===== config.mk =====
export PLATFORM = sky130hd
export DESIGN_NAME = dp2w_cam_stage
export DESIGN_NICKNAME = d
export VERILOG_FILES = /design/src/rtl/dp2w_pkg.sv /design/src/rtl/dp2w_cam_stage.sv
export SDC_FILE = /design/constraint.sdc
export NUM_CORES = 2
export LEC_CHECK = 0
export BUFFER_PORTS_ARGS = -buffer_cell sky130_fd_sc_hd__buf_2
export CORE_MARGIN = 3
export CORE_UTILIZATION = 55
export CTS_BUF_LIST = sky130_fd_sc_hd__clkbuf_4 sky130_fd_sc_hd__clkbuf_8
export CTS_CLUSTER_SIZE = 24
export DETAILED_ROUTE_END_ITERATION = 6
export GPL_TIMING_DRIVEN = 1
export PLACE_DENSITY = 0.73
export SETUP_SLACK_MARGIN = 0.2
export SKIP_LAST_GASP = 1
export SYNTH_ARGS = -nofsm -noshare
export SYNTH_HDL_FRONTEND = slang
export SYNTH_SLANG_ARGS = --single-unit

===== constraint.sdc =====
create_clock -name i_clk -period 7.55 [get_ports i_clk]
set_clock_uncertainty 0.05 [all_clocks]
set_input_delay 1.1325 -clock i_clk [delete_from_list [all_inputs] [get_ports i_clk]]
set_output_delay 1.1325 -clock i_clk [all_outputs]
set_load 0.02 [all_outputs]

===== src/rtl/dp2w_pkg.sv =====
`default_nettype none

package dp2w_pkg;

    localparam int DEPTH_W   = 16;
    localparam int RAY_W     = 16;
    localparam int COEF_W    = 16;
    localparam int ROW_W     = 3 * COEF_W;
    localparam int WORLD_W   = 24;
    localparam int COLOR_W   = 8;
    localparam int PROD_W    = DEPTH_W + RAY_W;
    localparam int ROT_FRAC  = 14;
    localparam int CFG_IDX_W = 3;
    localparam int CFG_DAT_W = ROW_W;

    localparam logic [DEPTH_W-1:0] DEPTH_LIMIT_RST = 16'hFFFF;
    localparam logic [ROW_W-1:0]   ROT_X_RST       = 48'h0000_0000_4000;
    localparam logic [ROW_W-1:0]   ROT_Y_RST       = 48'h0000_4000_0000;
    localparam logic [ROW_W-1:0]   ROT_Z_RST       = 48'h4000_0000_0000;

    typedef enum logic [CFG_IDX_W-1:0] {
        CFG_DEPTH_LIMIT,
        CFG_ROT_X,
        CFG_ROT_Y,
        CFG_ROT_Z,
        CFG_OFF_X,
        CFG_OFF_Y,
        CFG_OFF_Z
    } t_cfg_idx;

    typedef struct packed {
        logic [DEPTH_W-1:0]          depth_limit;
        logic [2:0][ROW_W-1:0]       rot;
        logic [2:0][WORLD_W-1:0]     off;
    } t_cfg;

    typedef struct packed {
        logic               point_valid;
        logic [COLOR_W-1:0] blue;
        logic [COLOR_W-1:0] green;
        logic [COLOR_W-1:0] red;
    } t_meta;

endpackage

`default_nettype wire


===== src/rtl/dp2w_cam_stage.sv =====
`default_nettype none

module dp2w_cam_stage import dp2w_pkg::*; #(
    parameter int FRAC_BITS = 14
) (
    input  wire logic                         i_clk,
    input  wire logic                         i_rst_n,
    input  wire logic                         i_vld,
    output logic                              o_rdy,
    input  wire logic [DEPTH_W-1:0]           i_depth,
    input  wire logic [2:0][RAY_W-1:0]        i_ray,
    input  wire t_meta                        i_meta,
    input  wire logic [DEPTH_W-1:0]           i_depth_limit,
    output logic                              o_vld,
    input  wire logic                         i_rdy,
    output logic [2:0][PROD_W-FRAC_BITS-1:0]  o_cam,
    output t_meta                             o_meta
);

    logic                    r_a_vld;
    logic [2:0][PROD_W-1:0]  r_a_prod;
    t_meta                   r_a_meta;
    logic [2:0][PROD_W-1:0]  n_a_prod;
    t_meta                   n_a_meta;
    logic                    ld_a;

    assign ld_a  = !r_a_vld || i_rdy;
    assign o_rdy = ld_a;
    assign o_vld = r_a_vld;

    always_comb begin
        for (int k = 0; k < 3; k++) begin
            n_a_prod[k] = PROD_W'($signed(i_ray[k]) * $signed({1'b0, i_depth}));
        end
        n_a_meta             = i_meta;
        n_a_meta.point_valid = (i_depth != '0) && (i_depth < i_depth_limit);
    end

    always_ff @(posedge i_clk) begin
        if (!i_rst_n) begin
            r_a_vld <= 1'b0;
        end else if (ld_a) begin
            r_a_vld <= i_vld;
        end
    end

    always_ff @(posedge i_clk) begin
        if (ld_a && i_vld) begin
            r_a_prod <= n_a_prod;
            r_a_meta <= n_a_meta;
        end
    end

    // floor shift is a plain arithmetic drop of the fraction bits
    always_comb begin
        for (int k = 0; k < 3; k++) begin
            o_cam[k] = r_a_prod[k][PROD_W-1:FRAC_BITS];
        end
    end
    assign o_meta = r_a_meta;

    a_zero_depth: assert property (@(posedge i_clk) disable iff (!i_rst_n)
        (i_vld && ld_a && i_depth == '0)
        |=> (r_a_prod == '0 && !r_a_meta.point_valid))
        else $error("zero depth item not flagged or not at origin");

endmodule

`default_nettype wire


==> Flow_metrics.wiki <==
{| class="wikitable"
! Metric !! Value
|-
| Final global-route overflow total || 0
|-
| Share of synthesized area spent on multiplexers || 0%
|-
| Synthesis warning total || 0
|-
| Number of global-route vias before repair || 22520
|-
| Design area || 29790 µm²
|-
| Slew of the pin with the lowest slew margin || 746.6 ps
|-
| Start point of the critical path || i_depth[11]
|-
| Biggest area consumer among synthesized cells || fa_1
|-
| Total clock sinks || 80
|-
| Setup Fix Bufs, Post-CTS || 0
|-
| Class of the tightest hold or removal check || reg -> reg
|-
| Number of hold buffers added after CTS || 0
|-
| Number of I/O pins || 190
|-
| Synth Instances || 2935
|-
| Highest ir drop seen on vdd || 553.3 µV
|-
| Max-slew violation total from the final report || 0
|-
| Number of design-rule violations left by the first detailed-router iteration || 1037
|-
| Fraction of synthesis flops using an asynchronous set or reset pin || 0%
|-
| Width of the die || 229.4 µm
|-
| Period minus WS final || 7067 ps
|-
| Die Outline Area || 52640 µm²
|-
| Register Area || 2392 µm²
|-
| Fraction of the mapped netlist area in adder cells || 58.48%
|-
| Arrival time of the worst setup path || 7200 ps
|-
| Initial antenna violation count || 6
|-
| Placed cell areas || 29540 µm²
|-
| Total area of multi-input combinational cells || 21890 µm²
|-
| Layout cell share with drive strength beyond 1 || 10.15%
|-
| Normalized max-slew margin || 50.23%
|-
| Routability Congestion || 0.8872
|-
| Static leakage || 15.84 nW
|-
| Fraction of synthesized cell area taken by the top area cell type || 42.21%
|-
| CTS tree || done
|-
| Unique masters post-synth || 59
|-
| Launch instance of the worst register-to-register path || o_vld
|-
| Main combinational cell family by area after synthesis || adder cells
|-
| Cts repair resizes || 0
|-
| Seq/Total Area, Yosys || 8.713%
|-
| Overall die height || 229.4 µm
|-
| Worst Setup Path Type || in -> reg
|-
| Utilization of the core after routing || 60.61%
|-
| Clock slew seen by the registers of the worst setup and hold paths || 100 ps
|-
| Final count of negative-setup-slack endpoints || 0
|-
| Placement Rows || 81
|-
| Starting density of the core || 55.86%
|-
| XOR/XNOR share of the synthesized area || 1.946%
|-
| Post-DR vias/cell || 5.355
|-
| Latest clock arrival within the worst-skew pair || 420 ps
|-
| Nets@finish || 4142
|-
| Via count || 20190
|-
| Max Clk Rate || 141.5 MHz
|-
| Number of clock buffers inserted by TritonCTS || 9
|-
| First-pass GRT wire length || 110200 µm
|-
| Number of failing hold endpoints at the final stage || 0
|-
| #FFs+latches synth || 80
|-
| Data required, critical path || 7680 ps
|-
| Share of synthesized cell area in and, or, nand and nor gates || 15.79%
|-
| Post-Synthesis Mean Instance Area || 9.355 µm²
|-
| Netlist Area Pre-Place || 27460 µm²
|-
| H-Tree Depth || 3
|-
| Number of remaining DRC errors || 0
|-
| Most instantiated cells after synthesis || inv_1 (714), fa_1 (579), nand2_1 (393)
|-
| Synthesized-area fraction occupied by ao, oa, aoi and oai cells || 3.504%
|-
| Number of detailed-routing iterations run before antenna repair || 5
|-
| EDFF count, synth || 79
|-
| Unrepaired setup endpoints after global routing || false
|-
| Period utilization || 93.61%
|-
| Total global routing track utilization || 26.10%
|-
| Origin of the worst min-delay path || o_vld
|-
| Pwr dens || 470.7 nW/µm²
|-
| Synth-to-Final Area Change || 8.508%
|-
| Result of the run || finished, final reports clean
|-
| Startpoint Class || input port
|-
| Deepest clock path buffer count || 2
|-
| HPWL reported at the end of detailed placement || 53070 µm
|-
| Wire per inst || 17.35 µm
|-
| Overall routed net length || 65400 µm
|-
| Max-capacitance violation count || 0
|-
| Antenna-violating nets left || 0
|-
| Number of buffer cells added on primary ports || 188
|-
| Syn Nets || 3980
|-
| CTS Root Buffer Type || clkbuf_8
|-
| Ranking of synthesized cells by area || fa_1 (42%), ha_1 (16%), inv_1 (9.8%)
|-
| Kind of end point of the critical path || flop
|-
| Filler instances || 4154
|-
| Pin count of the biggest net entering global routing || 53
|-
| CORE AREA || 49150 µm²
|-
| Maximum net fanout on the critical path || 14
|-
| Dominant cell by count in the synthesized netlist || inv_1
|-
| Top_reg_cell synth || edfxtp_1
|}
where the power goes:
group          internal, mW  switching, mW  total [mW]  leakage, nW
Clock                 0.194          0.215       0.410        0.119
Combinational          5.52           6.81        12.3         14.9
Sequential             1.24         0.0480        1.28        0.773
Total                  6.95           7.07        14.0         15.8
kinds of logic (layout without fill, tap and decap cells):
kind of cell,after synthesis,count (layout)
AOI/OAI and AO/OA,138,138
xor gates and xnor gates,61,61
adders and majority gates,936,936
buffers and inverters,845,1012
DFF,80,80
other,0,4
and+or+nand+nor,875,875
cells in the final DEF, fill, tap and decap left out, drive strengths merged, types with 3 or more instances in the layout:
cell and instances:
a21oi 41, or2 3, nor2 58, nor3 8, a41oi 3, nand4 12, edfxtp 79, xor2 16
fa 579, diode 4, buf 277, nand2 393, nand3 8, nor4 4, o21ai 25, xnor2 45
o21a 9, clkbuf 11, a211oi 9, a21boi 3, a21o 25, nor2b 12, inv 720, and2 341
and3 5, nand2b 25, ha 357
routing by layer:
metal / share of wire (%) / GRT usage [%] / up-vias
met1: 40 / 34.14 / 10300
met4: 3.4 / 9.098 / 6
met5: 0.043 / 0 / -
met2: 50 / 44.61 / 732
li1: - / - / 9008
met3: 6.7 / 3.731 / 149
worst max-delay path, cell delays in order:
cell     delay, ps
buf_2          400
buf_12         220
nand2_1         90
fa_1           530
fa_1           510
fa_1           520
inv_1           60
fa_1           500
fa_1           490
inv_1           50
fa_1           480
inv_1           50
ha_1           310
a21o_1         170
a21o_1         170
a21oi_1        140
o31a_2         210
a21oi_2         80
a221o_1        390
a311o_1        420
a21oi_2        180
xnor2_1         80
final timing paths:
| kind | depth (start not counted) | slack [ps] | to |
|---|---|---|---|
| hold reg to reg | 2 | 490 | o_vld |
| setup reg to reg | 3 | 5590 | o_cam[19] |
| setup / recovery | 22 | 480 | o_cam[53] |
| hold / removal | 2 | 490 | o_vld |
metrics by stage:
step           setup WS, ps  power (mW)  hold WS, ps  cells  setup TNS, ps
6_report              482.8       14.02        494.2   3770              0
5_1_grt               264.9       15.67        553.3   3769              0
4_1_cts               430.1       14.08        500.0   3766              0
3_5_place_dp         -39.93       13.56        485.1   3750         -82.94
3_3_place_gp          73.07       13.07        459.4   3750              0
2_1_floorplan         455.1       10.19        699.6   2935              0
area by class of cell:
| class | count | area share [%] |
|---|---|---|
| Multi-Input combinational cell | 2010 | 73.48 |
| Clock buffer | 9 | 0.4158 |
| Tap cell | 664 | 2.789 |
| Antenna cell | 4 | 0.03360 |
| Inverter | 717 | 9.033 |
| Clock inverter | 7 | 0.3738 |
| Sequential cell | 80 | 8.030 |
| Timing Repair Buffer | 279 | 5.846 |
flip-flops by register name (all words and copies together), names as in the netlist:
register  flops
o_cam        54
o_vld         1
o_meta       25
Note: power is estimated with default switching activity, not from simulation.
