## src/rtl/dp2w_pkg.sv

```systemverilog
`default_nettype none

package dp2w_pkg;

    localparam int DEPTH_W   = 16;
    localparam int RAY_W     = 16;
    localparam int COEF_W    = 16;
    localparam int ROW_W     = 3 * COEF_W;
    localparam int WORLD_W   = 24;
    localparam int COLOR_W   = 8;
    localparam int PROD_W    = DEPTH_W + RAY_W;
    localparam int ROT_FRAC  = 14;
    localparam int CFG_IDX_W = 3;
    localparam int CFG_DAT_W = ROW_W;

    localparam logic [DEPTH_W-1:0] DEPTH_LIMIT_RST = 16'hFFFF;
    localparam logic [ROW_W-1:0]   ROT_X_RST       = 48'h0000_0000_4000;
    localparam logic [ROW_W-1:0]   ROT_Y_RST       = 48'h0000_4000_0000;
    localparam logic [ROW_W-1:0]   ROT_Z_RST       = 48'h4000_0000_0000;

    typedef enum logic [CFG_IDX_W-1:0] {
        CFG_DEPTH_LIMIT,
        CFG_ROT_X,
        CFG_ROT_Y,
        CFG_ROT_Z,
        CFG_OFF_X,
        CFG_OFF_Y,
        CFG_OFF_Z
    } t_cfg_idx;

    typedef struct packed {
        logic [DEPTH_W-1:0]          depth_limit;
        logic [2:0][ROW_W-1:0]       rot;
        logic [2:0][WORLD_W-1:0]     off;
    } t_cfg;

    typedef struct packed {
        logic               point_valid;
        logic [COLOR_W-1:0] blue;
        logic [COLOR_W-1:0] green;
        logic [COLOR_W-1:0] red;
    } t_meta;

endpackage

`default_nettype wire

```

## src/rtl/dp2w_cfg_regs.sv

```systemverilog
`default_nettype none

module dp2w_cfg_regs import dp2w_pkg::*; (
    input  wire logic                 i_clk,
    input  wire logic                 i_rst_n,
    input  wire logic                 i_valid,
    output logic                      o_ready,
    input  wire logic [CFG_IDX_W-1:0] i_index,
    input  wire logic [CFG_DAT_W-1:0] i_data,
    output t_cfg                      o_cfg
);

    t_cfg r_cfg;
    t_cfg n_cfg;

    assign o_ready = 1'b1;
    assign o_cfg   = r_cfg;

    always_comb begin
        n_cfg = r_cfg;
        if (i_valid) begin
            case (i_index)
                CFG_DEPTH_LIMIT: n_cfg.depth_limit = i_data[DEPTH_W-1:0];
                CFG_ROT_X:       n_cfg.rot[0]      = i_data[ROW_W-1:0];
                CFG_ROT_Y:       n_cfg.rot[1]      = i_data[ROW_W-1:0];
                CFG_ROT_Z:       n_cfg.rot[2]      = i_data[ROW_W-1:0];
                CFG_OFF_X:       n_cfg.off[0]      = i_data[WORLD_W-1:0];
                CFG_OFF_Y:       n_cfg.off[1]      = i_data[WORLD_W-1:0];
                CFG_OFF_Z:       n_cfg.off[2]      = i_data[WORLD_W-1:0];
                default:         n_cfg             = r_cfg;
            endcase
        end
    end

    always_ff @(posedge i_clk) begin
        if (!i_rst_n) begin
            r_cfg.depth_limit <= DEPTH_LIMIT_RST;
            r_cfg.rot[0]      <= ROT_X_RST;
            r_cfg.rot[1]      <= ROT_Y_RST;
            r_cfg.rot[2]      <= ROT_Z_RST;
            r_cfg.off         <= '0;
        end else begin
            r_cfg <= n_cfg;
        end
    end

    a_far_write: assert property (@(posedge i_clk) disable iff (!i_rst_n)
        (i_valid && i_index == CFG_DEPTH_LIMIT)
        |=> (r_cfg.depth_limit == $past(i_data[DEPTH_W-1:0])))
        else $error("far plane write lost");

endmodule

`default_nettype wire

```

## config.mk

```make
export PLATFORM = sky130hd
export DESIGN_NAME = dp2w_cfg_regs
export DESIGN_NICKNAME = d
export VERILOG_FILES = /design/src/rtl/dp2w_pkg.sv /design/src/rtl/dp2w_cfg_regs.sv
export SDC_FILE = /design/constraint.sdc
export NUM_CORES = 1
export LEC_CHECK = 0
export BUFFER_PORTS_ARGS = -buffer_cell sky130_fd_sc_hd__buf_4
export CORE_MARGIN = 3
export CORE_UTILIZATION = 44
export CTS_CLUSTER_SIZE = 8
export DETAILED_ROUTE_END_ITERATION = 12
export HOLD_SLACK_MARGIN = 0.1
export PLACE_DENSITY = 0.74
export SLEW_MARGIN = 30
export SYNTH_ARGS = -nofsm -noshare
export SYNTH_HDL_FRONTEND = slang
export SYNTH_SLANG_ARGS = --single-unit
```

## constraint.sdc

```tcl
create_clock -name i_clk -period 1.1 [get_ports i_clk]
set_input_delay 0.165 -clock i_clk [delete_from_list [all_inputs] [get_ports i_clk]]
set_output_delay 0.165 -clock i_clk [all_outputs]
set_load 0.02 [all_outputs]
```

==> results of run 1 <==
==> Yosys cell counts, drive strengths merged <==
cell     instances
nor4b            1
nand2          261
and4bb           2
nand4bb          2
buf             40
mux2i          232
conb             1
nor2b           37
clkbuf          21
nand4b           3
dfxtp          232
==> metal layers <==
layer | part of all wire | vias up
met3 | 0.077 | 53
li1 | - | 3549
met1 | 0.40 | 3691
met5 | 0 | -
met2 | 0.50 | 298
met4 | 0.025 | 0
==> layout make-up <==
class                      count  area, um2  area share
clock buffer                  37        926      0.0646
tap                          260        325      0.0227
sequential                   232       4930       0.344
timing repair buffer         446       4510       0.314
multi-input combinational    539       3650       0.255
==> where the power goes <==
| part | internal, W | switching (W) |
|---|---|---|
| combinational | 0.000968 | 0.000971 |
| clock | 0.00584 | 0.00342 |
| sequential | 0.00865 | 0.000144 |
==> worst min path at each step <==
stage	from	endpoint	slack (ns)
final	i_data[20]	o_cfg[20]	0.15
after global routing	i_data[22]	o_cfg[142]	0.15
after CTS	i_data[22]	o_cfg[22]	0.11
after detailed placement	i_data[10]	o_cfg[226]	0.44
after global placement	i_data[6]	o_cfg[222]	0.43
after floorplan	i_data[46]	o_cfg[214]	0.33
==> per-stage QoR <==
stage / total power, W / worst slack [ns] / cell area, um2 / utilization / std cells
2_1_floorplan: 0.00970 / 0.0260 / 8600 / - / 832
3_3_place_gp: 0.0104 / -0.0858 / 11200 / 0.590 / 1351
3_5_place_dp: 0.0104 / -0.129 / 11200 / 0.590 / 1351
4_1_cts: 0.0200 / -0.0413 / 14000 / 0.738 / 1467
5_1_grt: 0.0206 / -0.0531 / 14300 / 0.757 / 1514
6_report: 0.0200 / -0.0160 / 14300 / 0.757 / 1514
==> timing repair <==
item | in CTS | in global routing
hold buffers | 47 | 0
hold endpoints to repair | 132 | 0
resized for setup | 464 | 0
setup endpoints to repair | 232 | 232
cloned | 0 | 0
setup buffers | 32 | 47
==> kinds of logic after synthesis <==
family / after synthesis / synth area share
flops: 232 / 0.540
simple gates: 306 / 0.150
mux: 232 / 0.270
buf+inv: 61 / 0.0389
other cells: 1 / 0.000436
==> key figures, run 1 <==
CTS
  • Number of CTS-inserted buffers: 34
  • Buffer levels on the longest clock path: 3
  • Register clock-pin slew on the reported worst setup and hold paths: 0.05 ns
  • H-tree depth: 2
  • Worst skew pair latency: 0.48 ns
  • CTS tree: done
  • Root buffer selected by CTS: clkbuf_16
  • Clock Sinks: 232

Timing
  • Part of the cycle the worst path needs: 1.01
  • Total negative slack for setup checks: -0.186 ns
  • Hold Violations, Final: 0
  • Worst clock skew on the final layout: 0 ns
  • Final critical-path required period: 1.12 ns
  • Fin Hold WS: 0.154 ns
  • Setup Viol. Count Final: 30
  • Min setup slack post-route: -0.0160 ns
  • Setup repair after global routing missed its margin: yes
  • Number of pins exceeding their max-slew limit in the final report: 0
  • Top achievable clock speed: 896 MHz

Floorplan
  • Initial Util: 0.454
  • Floorplan die width: 146 um
  • Number of rows in the core area: 50
  • Number of I/O pins: 287
  • Floorplan die height: 146 um
  • Full die area: 21300 um2
  • Core area: 19000 um2

Critical path
  • Max incr delay on CP: 0.34 ns
  • Crit path DAT: 0.95 ns
  • Critical path's slowest cell: dfxtp_2
  • Number of logic stages on the critical path including buffering: 1
  • Flop-to-flop setup slack: 0.21 ns
  • Critical Path Start: o_cfg[231]
  • Kind of critical path: reg2out
  • R2R depth: 4
  • Endpoint class of the critical path: output pin
  • Critical Path RT: 0.94 ns
  • Dominant delay contributor by cell family on the critical path: flip-flops
  • Element type at the critical path start: flop
  • FF-to-FF End: o_cfg[228]
  • Worst path buffer plus inverter count: 1
  • Critical path destination: o_cfg[231]
  • Startpoint of the worst register-to-register path: o_cfg[228]
  • Highest net fanout along the worst path: 2
  • Critical path cell sequence: buf_6

Final layout
  • Flip-flop count of the largest register, all copies and words added: 232
  • Synthesis-to-finish area growth: 66.8%
  • Fraction of layout cells with a size suffix above 1: 0.537
  • N_diodes: 0
  • Leading cell type in the layout, fill and taps excluded: nand2_1
  • Filler cell count in the final layout: 1151
  • Most frequent cells in the layout: nand2_1, mux2i_1, dfxtp_2, buf_6, buf_4
  • Nets@finish: 1307

Global route
  • Met1 demand-to-capacity share in global routing: 0.289
  • Met3 Resource Use GR: 0.0800
  • Overflow after GRT: 0
  • Via count of the first global-routing pass: 7922
  • Aggregate global-route resource usage: 0.250
  • Pin count of the biggest net entering global routing: 46
  • Number of antenna violations at the first check in global routing: 0
  • Met2 track demand over resource in global routing: 0.438
  • Most used routing layer in global routing: met2
  • Wire length of the first global-routing pass: 43500 um

Outcome
  • Outcome: complete, but fails checks
  • Violations in the final reports: negative setup slack

Flow run
  • Max-cap violations: 0

Routing
  • Post-route DRC violation count: 0
  • Detail-routed net length per standard cell: 18.6 um
  • DRC violation total after the first TritonRoute iteration: 203
  • Post-detailed-routing wire length: 28200 um
  • Routed vias: 7591
  • Pre-antenna DRT Iters: 4
  • Avg Vias per Cell: 5.01
  • Post-route antenna net violation count: 0

Power
  • P_leak: 7.02 nW
  • Pwr dens: 1390 nW/um2
  • IR Drop Worst-Case VDD: 0.996 mV

Yosys
  • Post-Synthesis Cells: 832
  • Number of warning messages in the yosys log: 0
  • Number of nets in the synthesized netlist: 886
  • Synthesized area divided by synthesized cell count: 10.3 um2
  • Post-synthesis cell area: 8600 um2
  • Sequential cell area fraction in the yosys report: 0.540
  • Number of synthesized register bits: 232
  • Area share of the largest cell type after synthesis: 0.540
  • Cell taking the most area after synthesis: dfxtp_1
  • Synth area leaders: dfxtp_1, mux2i_1, nand2_1, nor2b_1, buf_2
  • Number of distinct library cell variants in the gate-level netlist after synthesis: 16

Worst hold path
  • Worst hold path depth: 3
  • Hold Crit Class: in2reg

Placement
  • Half-perimeter wire length after detailed placement: 16600 um
  • Number of input and output port buffers inserted: 285
  • Placer congestion estimate: 0.806
Note: power is estimated with default switching activity, not from simulation.
==> run 2: changes to the inputs <==
- REMOVE_ABC_BUFFERS: unset -> 1
==> run 2 against run 1 <==
The flow still finishes with violations (negative setup slack). Die area unchanged. Via count decreased by 1.2%. Core utilization fell by 0.13 points. Fmax fell by 1.7%. Clock power is essentially flat. Largest cell class unchanged.
==> key figures, run 2 (same netlist as run 1, synthesis figures left out) <==
Routing
  • DRC violation total after the first TritonRoute iteration: 244
  • Post-route DRC violation count: 0
  • Routed vias: 7498
  • Detail-routed net length per standard cell: 18.6 um
  • Pre-antenna DRT Iters: 4
  • Avg Vias per Cell: 4.98
  • Post-route antenna net violation count: 0
  • Post-detailed-routing wire length: 28000 um

Critical path
  • Element type at the critical path start: flop
  • R2R depth: 4
  • Kind of critical path: reg2out
  • Endpoint class of the critical path: output pin
  • Worst path buffer plus inverter count: 1
  • Max incr delay on CP: 0.36 ns
  • Critical path cell sequence: buf_6
  • Critical path's slowest cell: dfxtp_2
  • Startpoint of the worst register-to-register path: o_cfg[58]
  • FF-to-FF End: o_cfg[58]
  • Highest net fanout along the worst path: 2
  • Crit path DAT: 0.97 ns
  • Critical Path RT: 0.94 ns
  • Dominant delay contributor by cell family on the critical path: flip-flops
  • Flop-to-flop setup slack: 0.18 ns

Final layout
  • Leading cell type in the layout, fill and taps excluded: nand2_1
  • Most frequent cells in the layout: nand2_1, mux2i_1, buf_6
  • Synthesis-to-finish area growth: 66.5%
  • Fraction of layout cells with a size suffix above 1: 0.531
  • Post-route cell area: 14300 um2
  • Non-filler cells, final: 1506
  • Nets@finish: 1299
  • N_diodes: 0
  • Area of the multi-input gates: 3650 um2
  • Filler cell count in the final layout: 1193
  • Flip-flop count of the largest register, all copies and words added: 232
  • Footprint of the flip-flops and latches: 4940 um2

CTS
  • Buffer levels on the longest clock path: 3
  • Register clock-pin slew on the reported worst setup and hold paths: 0.05 ns
  • Root buffer selected by CTS: clkbuf_16
  • Number of CTS-inserted buffers: 34
  • CTS tree: done
  • H-tree depth: 2
  • Worst skew pair latency: 0.48 ns
  • Clock Sinks: 232

Timing
  • Fin Hold WS: 0.161 ns
  • Worst clock skew on the final layout: 0 ns
  • Min setup slack post-route: -0.0348 ns
  • Final critical-path required period: 1.13 ns
  • Hold Violations, Final: 0
  • Part of the cycle the worst path needs: 1.03
  • Number of pins exceeding their max-slew limit in the final report: 0
  • Setup repair after global routing missed its margin: yes
  • Setup Viol. Count Final: 60
  • Top achievable clock speed: 881 MHz

Outcome
  • Violations in the final reports: negative setup slack
  • Outcome: complete, but fails checks

Floorplan
  • Core area: 19000 um2
  • Number of I/O pins: 287
  • Floorplan die width: 146 um
  • Full die area: 21300 um2
  • Floorplan die height: 146 um
  • Initial Util: 0.454
  • Number of rows in the core area: 50

Worst hold path
  • Hold Crit Class: in2reg
  • Launch instance of the worst min-delay path: i_rst_n
  • Worst hold path depth: 3
  • Endpoint, Worst Hold: o_cfg[214]

Placement
  • Placer congestion estimate: 0.822
  • Number of input and output port buffers inserted: 285
  • Total cell area at the placement stage: 11200 um2
  • Half-perimeter wire length after detailed placement: 16200 um
  • Dpl cells: 1352

Power
  • Comb power frac: 0.097
  • Switching Share: 0.226
  • Proportion of power drawn by flip-flops and latches: 0.440
  • Part of the power in the clock network: 0.463
  • Net switching power figure: 0.00451 W
  • IR Drop Worst-Case VDD: 1.05 mV
  • Internal power contribution: 0.0155 W
  • Total power draw: 0.0200 W
  • P_leak: 6.98 nW
  • Pwr dens: 1400 nW/um2

Global route
  • Aggregate global-route resource usage: 0.241
  • Pin count of the biggest net entering global routing: 58
  • Wire length of the first global-routing pass: 41900 um
  • Via count of the first global-routing pass: 7728
  • Overflow after GRT: 0
  • Number of antenna violations at the first check in global routing: 0

Flow run
  • Max-cap violations: 0
-- run 2: cell count changes in the layout (fill, tap and decap cells not counted) --
cell	change
buf_4	-13
dlygate4sd3_1	+3
buf_12	+2
dfxtp_2	-1
dfxtp_4	+1
-- run 2: layout make-up --
| cell class | count | share of cell area |
|---|---|---|
| sequential | 232 | 0.345 |
| timing repair buffer | 438 | 0.313 |
| tap | 260 | 0.0227 |
| multi-input combinational | 539 | 0.255 |
| clock buffer | 37 | 0.0647 |
-- run 2: per-layer routing --
layer | part of all wire | global-route usage | up-vias
li1 | - | - | 3552
met4 | 0.024 | 0.0632 | 0
met2 | 0.52 | 0.440 | 318
met5 | 0 | 0 | -
met1 | 0.37 | 0.266 | 3577
met3 | 0.087 | 0.0866 | 51
-- run 2: power groups by stage --
stage | Sequential (W) | Clock (W) | Combinational, W
global route | 0.00880 | 0.00980 | 0.00204
detailed placement | 0.00888 | 0 | 0.00157
finish | 0.00880 | 0.00925 | 0.00193
global placement | 0.00888 | 0 | 0.00155
CTS | 0.00879 | 0.00937 | 0.00186
floorplan | 0.00909 | 0 | 0.000477
-- run 2: timing repair --
| action | CTS | global route |
|---|---|---|
| setup endpoints to repair | 232 | 232 |
| buffers inserted | 26 | 41 |
| gates cloned | 0 | 0 |
| hold buffers | 50 | 0 |
| endpoints found under the hold margin | 195 | 0 |
| resized for setup | 464 | 1 |
-- run 2: worst max-delay path by stage --
stage	from	endpoint	slack, ns	depth (start not counted)
2_1_floorplan	i_index[2]	o_cfg[216]	-1.96	2
3_3_place_gp	i_index[2]	o_cfg[114]	-0.11	4
3_5_place_dp	i_index[2]	o_cfg[111]	-0.15	4
4_1_cts	o_cfg[216]	o_cfg[216]	-0.05	1
5_1_grt	o_cfg[121]	o_cfg[121]	-0.06	1
6_report	o_cfg[127]	o_cfg[127]	-0.03	1
-- run 2: worst reg2reg max path, cell delays in order (launching register included) --
cell and delay [ns]:
dfxtp_2 0.33, buf_4 0.12, buf_4 0.13, nand2_1 0.11
mux2i_1 0.11
-- run 2: per-stage QoR --
| step | util | setup WS (ns) | setup TNS (ns) |
|---|---|---|---|
| 6_report | 0.755 | -0.0348 | -0.497 |
| 2_1_floorplan | - | -1.96 | -297.33 |
| 3_3_place_gp | 0.592 | -0.106 | -5.30 |
| 4_1_cts | 0.739 | -0.0464 | -2.72 |
| 5_1_grt | 0.755 | -0.0647 | -6.46 |
| 3_5_place_dp | 0.592 | -0.155 | -8.72 |
